File: src/rtl/gledc_pkg.sv
// Shared types and constants for the grouped lamp blink controller.
`timescale 1ns / 1ps
`default_nettype none
package gledc_pkg;

  localparam int LAMP_COUNT = 5;
  localparam int GROUP_W = 8;
  localparam int TIME_W = 8;
  localparam int ACTION_W = 3;
  localparam int CFG_INDEX_W = 3;

  localparam logic [TIME_W-1:0] BLINK_STOPPED = 8'h81;

  typedef enum logic [ACTION_W-1:0] {
    ACT_LIGHT  = 3'd0,
    ACT_DARKEN = 3'd1,
    ACT_BLINK  = 3'd2,
    ACT_STOP   = 3'd3,
    ACT_TICK   = 3'd4
  } action_t;

  typedef struct packed {
    action_t               action;
    logic                  hit;
    logic [TIME_W-1:0]     on_time;
    logic [TIME_W-1:0]     off_time;
  } lamp_cmd_t;

endpackage
`default_nettype wire

File: src/rtl/gledc_lamp.sv
// State and per-item update of one lamp.
`timescale 1ns / 1ps
`default_nettype none
module gledc_lamp (
  input  wire logic                  clk,
  input  wire logic                  rst_n,
  input  wire logic                  en,
  input  wire gledc_pkg::lamp_cmd_t  cmd,
  output logic                       lit_nxt
);

  logic                            lit_r;
  logic [gledc_pkg::TIME_W-1:0]    phase_r;
  logic [gledc_pkg::TIME_W-1:0]    phase_nxt;
  logic [gledc_pkg::TIME_W-1:0]    on_r;
  logic [gledc_pkg::TIME_W-1:0]    on_nxt;
  logic [gledc_pkg::TIME_W-1:0]    off_r;
  logic [gledc_pkg::TIME_W-1:0]    off_nxt;
  logic [gledc_pkg::TIME_W-1:0]    count_dec;
  logic [gledc_pkg::TIME_W:0]      count_ext;
  logic [gledc_pkg::TIME_W:0]      reload_bound;

  assign count_dec    = phase_r - 8'd1;
  assign count_ext    = {count_dec[gledc_pkg::TIME_W-1], count_dec};
  assign reload_bound = 9'd0 - {off_r[gledc_pkg::TIME_W-1], off_r};

  always_comb begin
    lit_nxt   = lit_r;
    phase_nxt = phase_r;
    on_nxt    = on_r;
    off_nxt   = off_r;
    case (cmd.action)
      gledc_pkg::ACT_LIGHT: begin
        if (cmd.hit) begin
          lit_nxt = 1'b1;
        end
      end
      gledc_pkg::ACT_DARKEN: begin
        if (cmd.hit) begin
          lit_nxt = 1'b0;
        end
      end
      gledc_pkg::ACT_BLINK: begin
        if (cmd.hit) begin
          on_nxt  = cmd.on_time;
          off_nxt = cmd.off_time;
        end
      end
      gledc_pkg::ACT_STOP: begin
        if (cmd.hit) begin
          on_nxt  = gledc_pkg::BLINK_STOPPED;
          lit_nxt = 1'b0;
        end
      end
      gledc_pkg::ACT_TICK: begin
        if (on_r != gledc_pkg::BLINK_STOPPED) begin
          phase_nxt = count_dec;
          if (!count_dec[gledc_pkg::TIME_W-1] && (count_dec != '0)) begin
            lit_nxt = 1'b1;
          end else begin
            lit_nxt = 1'b0;
            if ($signed(count_ext) <= $signed(reload_bound)) begin
              phase_nxt = on_r + 8'd1;
            end
          end
        end
      end
      default: begin
      end
    endcase
  end

  always_ff @(posedge clk) begin
    if (!rst_n) begin
      lit_r   <= 1'b0;
      phase_r <= '0;
      on_r    <= gledc_pkg::BLINK_STOPPED;
      off_r   <= gledc_pkg::BLINK_STOPPED;
    end else if (en) begin
      lit_r   <= lit_nxt;
      phase_r <= phase_nxt;
      on_r    <= on_nxt;
      off_r   <= off_nxt;
    end
  end

endmodule
`default_nettype wire

File: src/rtl/grouped_led_blink_controller_unit.sv
// Top level of the grouped lamp blink controller.
//
//   Channel  Ports                                       Moves
//   in       in_valid/in_ready, action group on off      one command or tick
//   out      out_valid/out_ready, lamp_levels            lamp mask after each item
//   cfg      cfg_valid/cfg_ready, cfg_index cfg_data     group number of one lamp
//
// One item is accepted per cycle while in_ready is high; it is held in the input
// register and then in the result register around the lamp update before its
// result is shown.
// Synchronous active-low reset darkens all lamps and stops all blinking.
// A stalled result holds the result register; the input register still
// takes one further item, then in_ready drops until the result is taken.
`timescale 1ns / 1ps
`default_nettype none
module grouped_led_blink_controller_unit (
  input  wire logic                                 clk,
  input  wire logic                                 rst_n,
  input  wire logic                                 in_valid,
  output logic                                      in_ready,
  input  wire logic [gledc_pkg::ACTION_W-1:0]       in_action,
  input  wire logic [gledc_pkg::GROUP_W-1:0]        in_group,
  input  wire logic signed [gledc_pkg::TIME_W-1:0]  in_on_time,
  input  wire logic signed [gledc_pkg::TIME_W-1:0]  in_off_time,
  output logic                                      out_valid,
  input  wire logic                                 out_ready,
  output logic [gledc_pkg::LAMP_COUNT-1:0]          out_lamp_levels,
  input  wire logic                                 cfg_valid,
  output logic                                      cfg_ready,
  input  wire logic [gledc_pkg::CFG_INDEX_W-1:0]    cfg_index,
  input  wire logic [gledc_pkg::GROUP_W-1:0]        cfg_data
);

  logic                                  item_valid_r;
  gledc_pkg::action_t                    item_action_r;
  logic [gledc_pkg::GROUP_W-1:0]         item_group_r;
  logic [gledc_pkg::TIME_W-1:0]          item_on_r;
  logic [gledc_pkg::TIME_W-1:0]          item_off_r;
  logic                                  out_valid_r;
  logic [gledc_pkg::LAMP_COUNT-1:0]      levels_r;
  logic [gledc_pkg::LAMP_COUNT-1:0]      levels_nxt;
  logic [gledc_pkg::GROUP_W-1:0]         group_of_lamp_r [gledc_pkg::LAMP_COUNT];
  logic                                  advance;
  logic                                  in_fire;

  assign advance   = item_valid_r && (!out_valid_r || out_ready);
  assign in_ready  = !item_valid_r || !out_valid_r || out_ready;
  assign in_fire   = in_valid && in_ready;
  assign cfg_ready = 1'b1;

  assign out_valid       = out_valid_r;
  assign out_lamp_levels = levels_r;

  always_ff @(posedge clk) begin
    if (!rst_n) begin
      item_valid_r <= 1'b0;
    end else if (in_ready) begin
      item_valid_r <= in_valid;
    end
  end

  always_ff @(posedge clk) begin
    if (in_fire) begin
      item_action_r <= gledc_pkg::action_t'(in_action);
      item_group_r  <= in_group;
      item_on_r     <= in_on_time;
      item_off_r    <= in_off_time;
    end
  end

  always_ff @(posedge clk) begin
    if (!rst_n) begin
      out_valid_r <= 1'b0;
    end else if (advance) begin
      out_valid_r <= 1'b1;
    end else if (out_ready) begin
      out_valid_r <= 1'b0;
    end
  end

  always_ff @(posedge clk) begin
    if (advance) begin
      levels_r <= levels_nxt;
    end
  end

  for (genvar i = 0; i < gledc_pkg::LAMP_COUNT; i++) begin : g_lamp
    gledc_pkg::lamp_cmd_t cmd;

    always_ff @(posedge clk) begin
      if (!rst_n) begin
        group_of_lamp_r[i] <= gledc_pkg::GROUP_W'(i);
      end else if (cfg_valid && cfg_ready &&
                   (cfg_index == gledc_pkg::CFG_INDEX_W'(i))) begin
        group_of_lamp_r[i] <= cfg_data;
      end
    end

    assign cmd.action   = item_action_r;
    assign cmd.hit      = (group_of_lamp_r[i] == item_group_r);
    assign cmd.on_time  = item_on_r;
    assign cmd.off_time = item_off_r;

    gledc_lamp u_lamp (
      .clk     (clk),
      .rst_n   (rst_n),
      .en      (advance),
      .cmd     (cmd),
      .lit_nxt (levels_nxt[i])
    );
  end

endmodule
`default_nettype wire

File: config.mk
export PLATFORM = sky130hd
export DESIGN_NAME = grouped_led_blink_controller_unit
export DESIGN_NICKNAME = d
export VERILOG_FILES = /design/src/rtl/gledc_pkg.sv /design/src/rtl/gledc_lamp.sv /design/src/rtl/grouped_led_blink_controller_unit.sv
export SDC_FILE = /design/constraint.sdc
export NUM_CORES = 1
export LEC_CHECK = 0
export ABC_AREA = 1
export BUFFER_PORTS_ARGS = -buffer_cell sky130_fd_sc_hd__buf_2
export CORE_MARGIN = 4
export CORE_UTILIZATION = 55
export DETAILED_ROUTE_END_ITERATION = 8
export PLACE_DENSITY_LB_ADDON = 0.05
export SLEW_MARGIN = 40
export SYNTH_ARGS = -nofsm -noshare
export SYNTH_HDL_FRONTEND = slang
export SYNTH_SLANG_ARGS = --single-unit
File: constraint.sdc
create_clock -name clk -period 4.6 [get_ports clk]
set_input_delay 0.69 -clock clk [delete_from_list [all_inputs] [get_ports clk]]
set_output_delay 0.69 -clock clk [all_outputs]
set_load 0.02 [all_outputs]
==> flow_summary.yaml <==
worst_setup_path:
  worstPathMaxFanout: 9
  cp_slowest_cell: "dfxtp_1"
  cp-startpoint: "g_lamp[3].u_lamp.phase_r[0]$_SDFFE_PN0P_"
  start_kind: "register"
  crit_required_ns: 4.93
  critPathMaxStageDelay_ns: 0.38
  critPathKind: "register to register"
  crit_chain: "inv_1 > ha_1 > xnor2_1 > inv_1 > ha_1 > nand2_1 > nor2_1 > nand3_1 > nor2_1 > a21oi_1 > nand2_2 > nand3_4 > nand2_1 > nand2_1 > o21ai_1 > inv_1"
  crit_path_end_kind: "register"
  arrival_ns: 2.94
  r2r_start: "g_lamp[3].u_lamp.phase_r[0]$_SDFFE_PN0P_"
drt:
  wl_per_cell_um: 14.3
  via_per_inst: 5.22
  drt-met1-wl_mm: 12.7
  routed_wirelength_mm: 27.1
  drtAntennaViolNets: 0
  maxUsedRoutingLayer: "met4"
  first_pass_iters: 5
  met3WireLength_mm: 1.15
  drt_iter0_drc: 647
  drcViolationCount: 0
  route.vias.total: 9869
  wl_met2_mm: 12.8
synth:
  synth.distinct_cells: 41
  ys_dominant_reg_cell: "dfxtp_1"
  synth_nets: 1675
  synth_edf_count: 72
  yosysMostFrequentCell: "nand2_1"
  synth.area.top_cells: "dfxtp_1 (21%), edfxtp_1 (18%), nand2_1 (9.5%), inv_1 (7.6%), ha_1 (6.8%)"
  synth_largest_area_cell: "dfxtp_1"
  synth_sequential_area_ratio_pct: 39.3
  syn_area_um2: 12000
  synth_top_area_share_pct: 21.2
  synthTopCellsByCount: "nand2_1 (303), inv_1 (243), dfxtp_1 (127)"
  synthArstFlopShare_pct: 0
  synth.ff_latch_count: 199
  syn_inst: 1567
  syn_area_per_cell_um2: 7.64
  yosysWarnings: 0
clock_tree:
  cts_tree: "built"
  cts_resized: 0
  holdBufCountCts: 0
  cts_sinks: 199
  clk_pin_slew_ns: 0.09
  root_buffer: "clkbuf_16"
  postCtsSetupBuffers: 0
  htree_levels: 4
  cts_buffers: 17
  clk_latency_ns: 0.45
  clockBufferDepth: 2
power:
  pwr_density_cell_nw_per_um2: 279
  p_leak_nw: 5.84
  vdd_ir_drop_max_v: 0.000263
  p_total_mw: 3.61
sta:
  drv_slew: 0
  min_period_ns: 2.60
  hold_slack_ns: 0.411
  setup_viol: 0
  fin_skew_ns: 0.0182
  final_hold_viol_count: 0
  slew_headroom_pct: 45.7
  rsz0062_at_grt: "no"
  fin_tns_setup_ns: 0
  worst_pin_slew_ns: 0.815
  fin_crit_sh_pct: 56.5
  max_freq_mhz: 384
status:
  outcome: "finished, final reports clean"
floorplan:
  core_area_um2: 21200
  die_x_um: 156
  std_cell_rows: 53
  ioPinCount: 51
  die_area_um2: 24200
  start_util_pct: 56.4
  die_y_um: 156
layout:
  fin_nets: 1711
  drive_above_1_share_pct: 10.3
  syn_to_final_growth_pct: 8.12
  fin_area_um2: 12900
  fin_cells: 1891
  diodes: 0
grt:
  grt_max_degree: 88
  grt_overflow: 0
  grt_usage_pct: 22.7
  grt_antenna_before_repair: 0
  grt_pass1_wl_mm: 44.2
  grt_pass1_vias: 8993
placement:
  port_buffers: 49
  gp_congestion: 0.859
  placed_cells: 1859
  hpwl_mm: 20.5
  placed_area_um2: 12400
min_path:
  hp-class: "input port to register"
  min_from: "in_group[4]"
job:
  maxCapViolCount: 0
## stage by stage
stage	utilization (%)	worst slack, ns
2_1_floorplan	-	2.19
3_3_place_gp	58.2	2.02
3_5_place_dp	58.2	1.99
4_1_cts	61.0	1.99
5_1_grt	61.0	1.65
6_report	61.0	2.00
## power breakdown
part / internal, mW / switching (mW) / leakage (nW)
sequential: 1.87 / 0.0386 / 1.72
clock: 0.734 / 0.773 / 0.288
combinational: 0.0594 / 0.134 / 3.83
## layout make-up
class,instances,area (µm²)
clock inverters,15,156
inverters,258,968
clock buffers,17,425
multi-input cells,1075,6080
well taps,275,344
repair buffers,52,268
fillers,1971,8270
flip-flops and latches,199,4700
## per-layer routing
layer  up-vias  GRT usage, %
li1       5194             -
met1      4465          30.3
met2       174          38.3
met3        36          3.47
met4         0          7.00
met5         -             0
## sequential cells by signal, summed over array words and instances (netlist names)
name and cells:
g_lamp.u_lamp.off_r 40, g_lamp.u_lamp.on_r 40, g_lamp.u_lamp.phase_r 40, group_of_lamp_r 40
item_group_r 8, item_off_r 8, item_on_r 8, g_lamp.u_lamp.lit_r 5
out_lamp_levels 5, item_action_r 3, item_valid_r 1, out_valid 1
## path summary, 6_finish.rpt
check | slack, ns | end | cells after the start
worst min register to register | 0.47 | out_valid$_SDFFE_PN0P_ | 2
worst min-delay path | 0.41 | item_group_r[4]$_DFFE_PP_ | 1
worst max-delay path | 2.00 | g_lamp[3].u_lamp.phase_r[0]$_SDFFE_PN0P_ | 16
worst max register to register | 2.00 | g_lamp[3].u_lamp.phase_r[0]$_SDFFE_PN0P_ | 16
## critical path: cells and delay by family (launching register included)
family	cells	cell delay, ns
AND/OR/NAND/NOR	8	0.81
adder cells (fa/ha/maj)	2	0.56
flip-flops	1	0.38
XOR/XNOR	1	0.30
buffers and inverters	3	0.28
AO/OA/AOI/OAI	2	0.17
## cell usage in the layout (no fill, tap or decap), types with 15 or more instances in the layout
master	n
a21oi_1	125
buf_2	49
clkbuf_16	17
dfxtp_1	127
edfxtp_1	72
ha_1	65
inv_1	242
inv_2	15
nand2_1	303
nand2_2	18
nand3_1	117
nand4_1	57
nor2_1	125
o21ai_0	73
xor2_1	74
## logic make-up after synthesis
group,synth area share [%]
fa+ha+maj,6.79
buf+inv,10.1
flops,39.3
other cells,0.0313
simple gates,26.5
xor+xnor,6.36
compound gates,10.9
Power figures use the tool's default switching activity.
